## src/sv/btl_pkg.sv

```systemverilog
`timescale 1ns / 1ps
// ----------------------------------------------------------------------------
// btl_pkg
// Shared types and codes of the bitmap text layout core.
// ----------------------------------------------------------------------------
package btl_pkg;

   localparam int FONTS_DEFAULT  = 4;
   localparam int GLYPHS_DEFAULT = 256;

   localparam logic [1:0] MODE_GLYPH   = 2'd0;
   localparam logic [1:0] MODE_METRICS = 2'd1;
   localparam logic [1:0] MODE_START   = 2'd2;
   localparam logic [1:0] MODE_CHAR    = 2'd3;

   localparam logic [7:0] CODE_SPACE   = 8'd32;
   localparam logic [7:0] CODE_NEWLINE = 8'd10;

   localparam int         CSR_IDX_W   = 2;
   localparam logic [1:0] CSR_SCALE_X = 2'd0;
   localparam logic [1:0] CSR_SCALE_Y = 2'd1;

   localparam logic [15:0] SCALE_RESET = 16'd256;

   typedef struct packed {
      logic [1:0]         mode;
      logic [1:0]         font;
      logic [7:0]         code;
      logic signed [15:0] pos_x;
      logic signed [15:0] pos_y;
      logic [7:0]         width;
      logic [7:0]         height;
      logic signed [7:0]  offset_x;
      logic signed [7:0]  offset_y;
      logic [7:0]         advance;
   } req_type;

   typedef struct packed {
      logic signed [15:0] dest_x;
      logic signed [15:0] dest_y;
      logic [11:0]        src_x;
      logic [11:0]        src_y;
      logic [7:0]         src_w;
      logic [7:0]         src_h;
      logic [1:0]         atlas_sel;
   } rsp_type;

   typedef struct packed {
      logic [11:0]       ax;
      logic [11:0]       ay;
      logic [7:0]        w;
      logic [7:0]        h;
      logic signed [7:0] ox;
      logic signed [7:0] oy;
      logic [7:0]        adv;
   } glyph_type;

   typedef struct packed {
      logic [7:0] space_adv;
      logic [7:0] line_adv;
   } metric_type;

   typedef enum logic [2:0] {
      OP_NONE,
      OP_START,
      OP_SPACE,
      OP_NEWLINE,
      OP_GLYPH
   } op_type;

   // request as it enters the cursor stage
   typedef struct packed {
      op_type             op;
      logic [1:0]         font;
      logic signed [15:0] pos_x;
      logic signed [15:0] pos_y;
      glyph_type          glyph;
      logic [15:0]        dx;
      logic [15:0]        dy;
      logic [7:0]         space_adv;
   } step_type;

endpackage

```

## src/sv/btl_cursor.sv

```systemverilog
`timescale 1ns / 1ps
// ----------------------------------------------------------------------------
// btl_cursor
// Cursor registers, blit destination and the result output register.
// ----------------------------------------------------------------------------
module btl_cursor (
   input  logic             clock,
   input  logic             reset,
   input  logic             advance,
   input  logic             step_valid,
   input  btl_pkg::step_type step,
   output logic             rsp_valid,
   output btl_pkg::rsp_type rsp_payload
);
   import btl_pkg::*;

   function automatic logic signed [15:0] sat16(input logic [17:0] v);
      logic signed [17:0] s;
      s = signed'(v);
      if (s > 18'sd32767) begin
         return 16'sh7fff;
      end
      if (s < -18'sd32768) begin
         return 16'sh8000;
      end
      return s[15:0];
   endfunction

   logic signed [15:0] cursor_x_ff, cursor_x_in;
   logic signed [15:0] cursor_y_ff, cursor_y_in;
   logic signed [15:0] line_x_ff, line_x_in;
   logic               rsp_valid_ff;
   rsp_type            rsp_ff, rsp_in;
   logic [17:0]        cx_ext, cy_ext;

   always_comb begin
      cx_ext      = {{2{cursor_x_ff[15]}}, cursor_x_ff};
      cy_ext      = {{2{cursor_y_ff[15]}}, cursor_y_ff};
      cursor_x_in = cursor_x_ff;
      cursor_y_in = cursor_y_ff;
      line_x_in   = line_x_ff;
      rsp_in.dest_x    = sat16(cx_ext + {{10{step.glyph.ox[7]}}, step.glyph.ox});
      rsp_in.dest_y    = sat16(cy_ext + {{10{step.glyph.oy[7]}}, step.glyph.oy});
      rsp_in.src_x     = step.glyph.ax;
      rsp_in.src_y     = step.glyph.ay;
      rsp_in.src_w     = step.glyph.w;
      rsp_in.src_h     = step.glyph.h;
      rsp_in.atlas_sel = step.font;
      case (step.op)
         OP_START: begin
            cursor_x_in = step.pos_x;
            cursor_y_in = step.pos_y;
            line_x_in   = step.pos_x;
         end
         OP_SPACE: begin
            cursor_x_in = sat16(cx_ext + {10'd0, step.space_adv});
         end
         OP_NEWLINE: begin
            cursor_y_in = sat16(cy_ext + {2'd0, step.dy});
            cursor_x_in = line_x_ff;
         end
         OP_GLYPH: begin
            cursor_x_in = sat16(cx_ext + {2'd0, step.dx});
         end
         default: begin
         end
      endcase
   end

   always_ff @(posedge clock) begin
      if (reset) begin
         cursor_x_ff  <= '0;
         cursor_y_ff  <= '0;
         line_x_ff    <= '0;
         rsp_valid_ff <= 1'b0;
      end else if (advance) begin
         rsp_valid_ff <= step_valid && (step.op == OP_GLYPH);
         if (step_valid) begin
            cursor_x_ff <= cursor_x_in;
            cursor_y_ff <= cursor_y_in;
            line_x_ff   <= line_x_in;
         end
      end
   end

   always_ff @(posedge clock) begin
      if (advance && step_valid && (step.op == OP_GLYPH)) begin
         rsp_ff <= rsp_in;
      end
   end

   assign rsp_valid   = rsp_valid_ff;
   assign rsp_payload = rsp_ff;

   a_glyph_emits: assert property (@(posedge clock) disable iff (reset)
      (advance && step_valid && (step.op == OP_GLYPH)) |=> rsp_valid_ff)
      else $error("glyph step produced no result");

   a_no_spurious: assert property (@(posedge clock) disable iff (reset)
      (advance && !(step_valid && (step.op == OP_GLYPH))) |=> !rsp_valid_ff)
      else $error("result without a glyph step");

   a_start_sets: assert property (@(posedge clock) disable iff (reset)
      (advance && step_valid && (step.op == OP_START))
         |=> (cursor_x_ff == $past(step.pos_x)) && (line_x_ff == cursor_x_ff))
      else $error("start did not load cursor and line origin");

endmodule

```

## config.mk

```make
export PLATFORM = sky130hd
export DESIGN_NAME = btl_cursor
export DESIGN_NICKNAME = d
export VERILOG_FILES = /design/src/sv/btl_pkg.sv /design/src/sv/btl_cursor.sv
export SDC_FILE = /design/constraint.sdc
export NUM_CORES = 1
export LEC_CHECK = 0
export BUFFER_PORTS_ARGS = -buffer_cell sky130_fd_sc_hd__buf_2
export CAP_MARGIN = 20
export CORE_MARGIN = 5
export CORE_UTILIZATION = 40
export CTS_CLUSTER_DIAMETER = 120
export CTS_CLUSTER_SIZE = 28
export DETAILED_ROUTE_END_ITERATION = 10
export HOLD_SLACK_MARGIN = 0.02
export PLACE_DENSITY_LB_ADDON = 0.1
export SYNTH_ARGS = -nofsm -noshare
export SYNTH_HDL_FRONTEND = slang
export SYNTH_SLANG_ARGS = --single-unit
export TNS_END_PERCENT = 10
```

## constraint.sdc

```tcl
create_clock -name clock -period 5.8 [get_ports clock]
set_clock_uncertainty 0.2 [all_clocks]
set_input_delay 0.29 -clock clock [delete_from_list [all_inputs] [get_ports clock]]
set_output_delay 0.29 -clock clock [all_outputs]
set_load 0.03 [all_outputs]
```

# Word-level counts from Yosys, hierarchy flattened
# Index checks and enable logic that the tools add are counted.
word_totals:
  reg_bits: 123
  in_bits: 145
  output_inout_bits: 75
  word_cells: 81
classes:
  addsub: 5
  order_cmp: 10
  n_eq_ne: 4
  mux: 43
  n_reduce_logical: 8
ops:
  columns: ["operator", "n"]
  rows:
  - ["$mux 16", 20]
  - ["$pmux 16 s4", 1]
  - ["$gt 17x16->1 const B", 3]
  - ["$lt 17x16->1 const B", 3]
  - ["$add 16x17->18", 2]
  - ["$gt 18x16->1 const B", 2]
  - ["$lt 18x16->1 const B", 2]
  - ["$add 16x8->17", 2]
  - ["$pmux 16 s2", 1]
  - ["$mux 1", 21]
  - ["$add 16x9->17", 1]
  - ["$reduce_and 3->1", 3]
  - ["$eq 3x2->1 const B", 2]
  - ["$reduce_bool 4->1", 1]
  - ["$eq 3x1->1 const B", 1]
  - ["$eq 3x3->1 const B", 1]
  - ["$logic_and 1x1->1", 3]
  - ["$reduce_bool 2->1", 1]

# Depth between registers and ports, before layout
# Gate-level depths: netlist (run 1).
logic_depth:
  depth_word: 9
  depth_mapped: 13
  depth_no_buf: 12

# Worst setup path after synthesis (run 1)
# Ideal clock, no wire load.
synth_timing:
  kind: "in2reg"
  start: "input port step[139] (netlist name)"
  end: "register rsp_ff, in the netlist rsp_payload[0], enable pin"
  setup_time_ns: 0.508
  t_arrival_ns: 4.095
  required_ns: 5.092
  path_slack_ns: 0.997
  path_stages: 5
  path_buffers: 2
  path_cell_list: "clkbuf_1 nor2_1 nand2_1 clkbuf_1 nor2_1"
synth_via:
  elab_chain_len: 2
synth_lines:
  columns: ["element", "line_no", "source"]
  rows:
  - ["start, declared", "btl_cursor.sv:11", "input btl_pkg::step_type step,"]
  - ["$eq 3x3->1", "btl_cursor.sv:87", "if (advance && step_valid && (step.op == OP_GLYPH)) begin"]
  - ["$logic_and 1x1->1", "btl_cursor.sv:87", null]
  - ["end signal, assigned", "btl_cursor.sv:88", "rsp_ff <= rsp_in;"]
  - ["end, declared", "btl_cursor.sv:33", "rsp_type rsp_ff, rsp_in;"]
# No other way between the ends.
# A chain may end at the register's enable or synchronous reset.

# Worst setup path in the final report (run 1)
layout_timing:
  start: "register cursor_y_ff[0]"
  end: "register rsp_ff, in the netlist rsp_payload[48], data pin"
layout_via:
  elab_chain_len: 6
  elab_cells_between_ends: 9
  cone_classes: "1 x add/sub; 2 x order compare; 6 x mux"
layout_lines:
  columns: ["element", "line_no", "source"]
  rows:
  - ["start, declared", "btl_cursor.sv:30", "logic signed [15:0] cursor_y_ff, cursor_y_in;"]
  - ["start signal, assigned", "btl_cursor.sv:80", "cursor_y_ff <= cursor_y_in;"]
  - ["$add 16x8->17 (*)", "btl_cursor.sv:43", "rsp_in.dest_y = sat16(cy_ext + {{10{step.glyph.oy[7]}}, step.glyph.oy});"]
  - ["$lt 17x16->1", "btl_cursor.sv:23", "if (s < -18'sd32768) begin"]
  - ["$mux 1 (2 in a row)", "btl_cursor.sv:23", null]
  - ["$mux 16", "btl_cursor.sv:26", "return s[15:0];"]
  - ["$mux 16 (*)", "btl_cursor.sv:23", null]
# Mark *: on every way between the ends. The rest lies on a longest branch, timed or not. The select of a mux whose other input is x is not followed.

==> results of run 1 <==
power groups by stage:
stage	clock, mW	combinational [mW]	sequential (mW)
floorplan	0	0.322	1.01
global placement	0	0.471	0.999
detailed placement	0	0.473	1.00
CTS	1.10	0.515	0.981
global route	1.14	0.574	0.984
finish	1.07	0.516	0.981
critical path: cells and delay by family, from the launching register on:
kind | cells | cell delay (ns)
compound gates | 7 | 2.28
fa+ha+maj | 2 | 0.63
flops | 1 | 0.37
simple gates | 2 | 0.24
cells by family (layout without fill, tap and decap cells):
kind of cell | Yosys count | in the layout
adder cells (fa/ha/maj) | 79 | 79
AND/OR/NAND/NOR | 252 | 252
flip-flops | 123 | 123
XOR/XNOR | 56 | 56
buffers and inverters | 60 | 351
AO/OA/AOI/OAI | 335 | 335
multiplexers | 2 | 2
repair_timing:
action | 4_1_cts | 5_1_grt
hold endpoints to repair | 74 | 0
hold buffers | 73 | 0
setup endpoints to repair | 0 | 0
layer usage:
layer / share of wire, % / up-vias / track usage, % / wire [um]
li1: - / 3957 / - / -
met2: 43 / 237 / 29.84 / 10440
met3: 6.1 / 20 / 3.255 / 1495
met5: 0 / - / 0 / 0
met4: 1.1 / 0 / 4.752 / 281
met1: 50 / 3441 / 29.48 / 12260
layout make-up:
type	instances	area, um2
fill	1975	9794
multi-input combinational	724	4950
sequential	123	3203
timing repair buffer	289	1824
clock buffer	17	425.4
tap	275	344.1
clock inverter	15	168.9
inverter	30	112.6
through the flow:
step | total power, mW | hold WS [ns]
2_1_floorplan | 1.330 | 0.1889
5_1_grt | 2.697 | 0.07065
3_5_place_dp | 1.473 | 0.2466
3_3_place_gp | 1.470 | 0.2417
4_1_cts | 2.596 | 0.02151
6_report | 2.568 | 0.05120
flip-flops by register name, indices dropped and copies added (netlist names):
signal	count
rsp_valid	1
line_x_ff	16
rsp_payload	74
cursor_y_ff	16
cursor_x_ff	16
synth_stat cells (4+ instances only):
cell      instances
o211ai_1          8
a31oi_1           6
a211o_1           6
nand2b_1         17
o21ai_0          64
inv_1            30
a211oi_1         17
clkbuf_1         21
xor2_1           22
ha_1             74
o21bai_1         14
and2_1            5
nor2_1           70
a21boi_0         12
edfxtp_1         74
nand2_1          91
nor2b_1           9
dfxtp_1          49
a21o_1           24
nor3_1           14
or2_2             4
xnor2_1          33
a21oi_1          95
nand4_1           5
o31a_1            4
nand3_1          10
o21ai_1          13
a21oi_2           4
a311oi_1          8
o21a_1           15
nor3b_1           5
o221ai_1         10
fa_1              5
and3_1            7
worst max path at each step:
| stage | from | end | cells past startpoint |
|---|---|---|---|
| floorplan | step[139] | rsp_payload[0] | 5 |
| global placement | step[48] | rsp_payload[52] | 12 |
| detailed placement | step[48] | rsp_payload[52] | 12 |
| CTS | cursor_y_ff[0] | rsp_payload[48] | 11 |
| global route | cursor_y_ff[0] | rsp_payload[52] | 11 |
| finish | cursor_y_ff[0] | rsp_payload[48] | 11 |
cells in the final DEF (no fill, tap or decap), types with 4 or more instances in the layout:
| master | netlist | layout |
|---|---|---|
| xnor2_1 | 33 | 33 |
| nor3b_1 | 5 | 5 |
| nand2b_1 | 17 | 17 |
| a21oi_2 | 4 | 4 |
| o21ai_0 | 64 | 64 |
| inv_1 | 30 | 30 |
| ha_1 | 74 | 74 |
| and3_1 | 7 | 7 |
| a31oi_1 | 6 | 6 |
| o221ai_1 | 10 | 10 |
| a211o_1 | 6 | 6 |
| nor3_1 | 14 | 14 |
| nor2_1 | 70 | 69 |
| dlygate4sd3_1 | 0 | 73 |
| o211ai_1 | 8 | 8 |
| a211oi_1 | 17 | 17 |
| a21boi_0 | 12 | 12 |
| o21bai_1 | 14 | 14 |
| inv_6 | 0 | 6 |
| o31a_1 | 4 | 4 |
| nor2b_1 | 9 | 9 |
| xor2_1 | 22 | 22 |
| and2_1 | 5 | 5 |
| or2_2 | 4 | 4 |
| nand4_1 | 5 | 5 |
| edfxtp_1 | 74 | 74 |
| o21a_1 | 15 | 15 |
| a21o_1 | 24 | 24 |
| buf_2 | 2 | 211 |
| fa_1 | 5 | 5 |
| a311oi_1 | 8 | 8 |
| buf_4 | 2 | 5 |
| o21ai_1 | 13 | 13 |
| a21oi_1 | 95 | 95 |
| dfxtp_1 | 49 | 49 |
| clkbuf_16 | 0 | 17 |
| nand2_1 | 91 | 91 |
| nand3_1 | 10 | 10 |
| inv_8 | 0 | 4 |
==> results.sh, run 1 <==
export IMPL_postPlaceCellArea_um2=9696
export IMPL_synth_xor_area_share_pct=5.925
export IMPL_via_per_inst=5.197
export IMPL_fin_tns_setup_ns=0
export IMPL_crit_fanout=14
export IMPL_yosys_warnings=0
export IMPL_clock_latency_ns=0.41
export IMPL_grt_pass1_vias=7063
export IMPL_path_cells="ha_1 -> fa_1 -> a21o_1 -> a21oi_1 -> nor2b_1 -> o221ai_1 -> o21ai_1 -> a31oi_1 -> nand4bb_1 -> a21oi_1 -> o21ai_0"
export IMPL_hpwlAfterDp_mm=18.52
export IMPL_post_route_min_period_ns=4.028
export IMPL_postSynthAreaPerCell_um2=9.266
export IMPL_yosys_area_share_simple_pct=13.93
export IMPL_finalHoldViolCount=0
export IMPL_dr_total_vias=7655
export IMPL_drt_pass1_iterations=5
export IMPL_drv_cap=0
export IMPL_cp_required_ns=5.72
export IMPL_endpoint_kind="register"
export IMPL_synth_top_cells_by_area="edfxtp_1 (26%), dfxtp_1 (12%), ha_1 (11%), a21oi_1 (5.7%), nand2_1 (4.1%)"
export IMPL_syn_inst=907
export IMPL_grt_pass1_wl_mm=38.13
export IMPL_grt_overflow=0
export IMPL_dp_cells=1367
export IMPL_routabilityCongestion=0.8335
export IMPL_clk_pin_slew_ns=0.07
export IMPL_synth_compound_area_share_pct=26.49
export IMPL_cp_arrival_ns=3.95
export IMPL_synth_top_area_share_pct=26.44
export IMPL_relSlewSlack_pct=26.16
export IMPL_clkSinkCount=123
export IMPL_ir_drop_v=0.0001696
export IMPL_rr_endpoint="rsp_payload[48]"
export IMPL_drc=0
export IMPL_antenna_found_initial=0
export IMPL_synth_top_family_by_area="compound AO/OA/AOI/OAI gates"
export IMPL_fmax_ghz=0.2483
export IMPL_final_area_um2=11030
export IMPL_track_usage_pct=19.74
export IMPL_async_flop_share_pct=0
export IMPL_cp_common_cell="a21oi_1"
export IMPL_yosys_cell_types_count=73
export IMPL_fin_crit_sh_pct=69.45
export IMPL_ant_nets=0
export IMPL_io_pins=220
export IMPL_pre_cts_slack_ns=1.761
export IMPL_rows=53
export IMPL_layout_area_overhead_vs_synth_pct=31.22
export IMPL_tightest_slew_ns=1.104
export IMPL_cpPeakStageDelay_ns=0.77
export IMPL_fp_dieArea_um2=24010
export IMPL_layout_setup_ws_ns=1.772
export IMPL_reg2reg_depth=11
export IMPL_dieHeight_um=155.0
export IMPL_finalWirelength_mm=24.47
export IMPL_reg2reg_slack_ns=1.77
export IMPL_swShare_pct=29.71
export IMPL_wl_per_cell_um=16.61
export IMPL_comb_power_share_pct=20.1
export IMPL_htreeDepth=4
export IMPL_pwr_share_seq_pct=38.2
export IMPL_critPathKind="register to register"
export IMPL_syn_num_nets=1131
export IMPL_die_w_um=155.0
export IMPL_postCtsSetupBuffers=0
export IMPL_synthAdderAreaFrac_pct=12.21
export IMPL_p_switching_uw=762.8
export IMPL_tritoncts="done"
export IMPL_crit_path_start_kind="register"
export IMPL_syn_area_um2=8404
export IMPL_r2r_start="cursor_y_ff[0]"
export IMPL_synth_mux_area_fraction_pct=0.2531
export IMPL_initial_utilization_pct=40.36
export IMPL_synth_seq_cells=123
export IMPL_p_int_mw=1.805
export IMPL_layout_cells_non_filler=1473
export IMPL_hold_depth=3
export IMPL_nets=1409
export IMPL_cts_resized=0
export IMPL_drive_gt1_share_pct=22.45
export IMPL_clock_path_buffers=2
export IMPL_leakage_nw=4.736
export IMPL_slew_viol_final=0
export IMPL_yosys_area_top_type="edfxtp_1"
export IMPL_fin_util_pct=52.96
export IMPL_min_to="cursor_y_ff[3]"
export IMPL_hp_class="input port to register"
export IMPL_holdCritStartpoint="step[107]"
export IMPL_synth_edf_count=74
export IMPL_pwr_share_clk_pct=41.7
export IMPL_cts_root_buf="clkbuf_16"
export IMPL_cts_buffers_inserted=17
export IMPL_status="complete, no violations"
export IMPL_synthFlopType="edfxtp_1"
export IMPL_crit_slowest_cell="a21oi_1"
export IMPL_numPortBuffers=211
export IMPL_setup_viol=0
export IMPL_drt_initial_drc_count=414
export IMPL_ys_seq_area_share_pct=38.11
export IMPL_powerDensity_nw_per_um2=232.8
export IMPL_n_antenna_cell=0
export IMPL_rsz0062_at_grt="no"
export IMPL_core_um2=20820
export IMPL_grt_max_degree=76
(Power assumes the default switching activity.)
==> run 2: changes to the inputs <==
Clock period 5.8 ns to 3.7 ns, I/O delays scaled along.
==> run 2 against run 1 <==
  * Non-clock buffer count up 17
  * Register-to-register slack worse by 1.5 ns
  * Clock-buffer cell count unchanged
  * Critical path depth up 1
  * Die area unchanged
  * Sequential share of layout area down 0.24 points
  * Via count up 1.4%
  * First-iteration DRC count down 1.7%
  * Global-route usage up 0.053 points
  * Sequential power up 56%
  * Critical endpoint is now rsp_payload[43]
==> results.sh, run 2 (same netlist as run 1, synthesis figures left out) <==
export IMPL_status="complete, no violations"
export IMPL_fp_dieArea_um2=24010
export IMPL_via_per_inst=5.207
export IMPL_setup_worst_path_start="cursor_y_ff[0]"
export IMPL_holdCritStartpoint="step[140]"
export IMPL_drc=0
export IMPL_core_um2=20820
export IMPL_ant_nets=0
export IMPL_tightest_slew_ns=1.010
export IMPL_final_cell_mix="buf_2 (211), a21oi_1 (95), nand2_1 (91), dlygate4sd3_1 (75)"
export IMPL_finalHoldViolCount=0
export IMPL_drt_initial_drc_count=407
export IMPL_postCtsSetupBuffers=0
export IMPL_post_route_min_period_ns=3.446
export IMPL_numPortBuffers=211
export IMPL_layout_area_overhead_vs_synth_pct=32.35
export IMPL_tritoncts="done"
export IMPL_routabilityCongestion=0.8704
export IMPL_drive_gt1_share_pct=23.54
export IMPL_fin_tns_setup_ns=0
export IMPL_nets=1426
export IMPL_hpwlAfterDp_mm=18.64
export IMPL_cts_buffers_inserted=17
export IMPL_clock_latency_ns=0.42
export IMPL_clkSinkCount=123
export IMPL_layout_setup_ws_ns=0.2537
export IMPL_grt_pass1_vias=7176
export IMPL_rsz0062_at_grt="no"
export IMPL_initial_utilization_pct=40.36
export IMPL_crit_fanout=14
export IMPL_drt_pass1_iterations=5
export IMPL_powerDensity_nw_per_um2=354.3
export IMPL_io_pins=220
export IMPL_fin_crit_sh_pct=93.14
export IMPL_die_w_um=155.0
export IMPL_ir_drop_v=0.0002561
export IMPL_dieHeight_um=155.0
export IMPL_track_usage_pct=19.79
export IMPL_grt_pass1_wl_mm=38.16
export IMPL_largest_reg_flops=74
export IMPL_wl_per_cell_um=16.46
export IMPL_setup_viol=0
export IMPL_htreeDepth=4
export IMPL_dr_total_vias=7763
export IMPL_clk_pin_slew_ns=0.06
export IMPL_layout_commonest_cell="buf_2"
export IMPL_pre_cts_slack_ns=0.1656
export IMPL_drv_cap=0
export IMPL_critPathKind="register to register"
export IMPL_r2r_start="cursor_y_ff[0]"
export IMPL_fmax_ghz=0.2902
export IMPL_leakage_nw=4.790
export IMPL_clock_path_buffers=2
export IMPL_grt_max_degree=40
export IMPL_finalWirelength_mm=24.54
export IMPL_hold_ws_ns=0.03927
export IMPL_rows=53
export IMPL_antenna_found_initial=0
export IMPL_hp_class="input port to register"
export IMPL_cp_required_ns=3.65
export IMPL_slew_viol_final=0
export IMPL_endpoint_kind="register"
export IMPL_cts_root_buf="clkbuf_16"
export IMPL_relSlewSlack_pct=32.40
export IMPL_crit_path_start_kind="register"
export IMPL_grt_overflow=0
export IMPL_cp_arrival_ns=3.40
==> run 2: changes by cell type in the layout (fill, tap and decap cells not counted), sizes merged <==
cell         before  now
buf             216  231
bufinv            1    0
clkinvlp          1    3
diode             0    1
dlygate4sd3      73   75
inv              40   39
==> run 2: per-stage QoR <==
stage / area, um2 / power, mW / util [%] / instances
after global routing: 11120 / 4.142 / 53.41 / 1490
final: 11120 / 3.941 / 53.42 / 1491
after global placement: 9808 / 2.316 / 47.10 / 1382
after floorplan: 8407 / 2.085 / - / 907
after detailed placement: 9808 / 2.321 / 47.10 / 1382
after CTS: 11110 / 3.983 / 53.36 / 1489
==> run 2: report_power, final <==
part           switching, mW  internal (mW)
clock network          0.702          0.878
logic                  0.450          0.378
registers             0.0329           1.50
total                   1.18           2.76
==> run 2: worst max-delay path, cell delays in order (launching register included) <==
cell and delay (ns):
dfxtp_1 0.37, ha_1 0.23, fa_1 0.41, a21o_1 0.17
a21oi_1 0.20, nor2b_1 0.10, o221ai_1 0.31, o21ai_1 0.20
a31oi_1 0.38, nand4bb_1 0.14, a21oi_1 0.16, buf_4 0.20
o21ai_0 0.11
==> run 2: what timing repair did <==
action	CTS	global route
hold buffers	75	0
resized for setup	0	2
hold endpoints to repair	79	0
endpoints found under the setup margin	0	6
==> run 2: layer usage <==
layer / track usage, % / share of wire (%)
met5: 0 / 0
met2: 29.47 / 43
met1: 29.89 / 50
met3: 3.199 / 5.7
met4: 4.962 / 0.92
==> run 2: path summary, 6_finish.rpt <==
kind,cells past startpoint,slack [ns],to
setup reg to reg,12,0.25,rsp_payload[43]
hold / removal,4,0.04,cursor_y_ff[1]
hold reg to reg,2,0.26,line_x_ff[14]
setup / recovery,12,0.25,rsp_payload[43]
==> run 2: layout make-up <==
cell class                 instances  area, um2
fill                            1980       9699
multi-input combinational        724       4951
sequential                       123       3204
timing repair buffer             306       1957
clock buffer                      17      425.4
tap                              275      344.1
clock inverter                    15      126.4
inverter                          30      112.6
antenna                            1      2.502
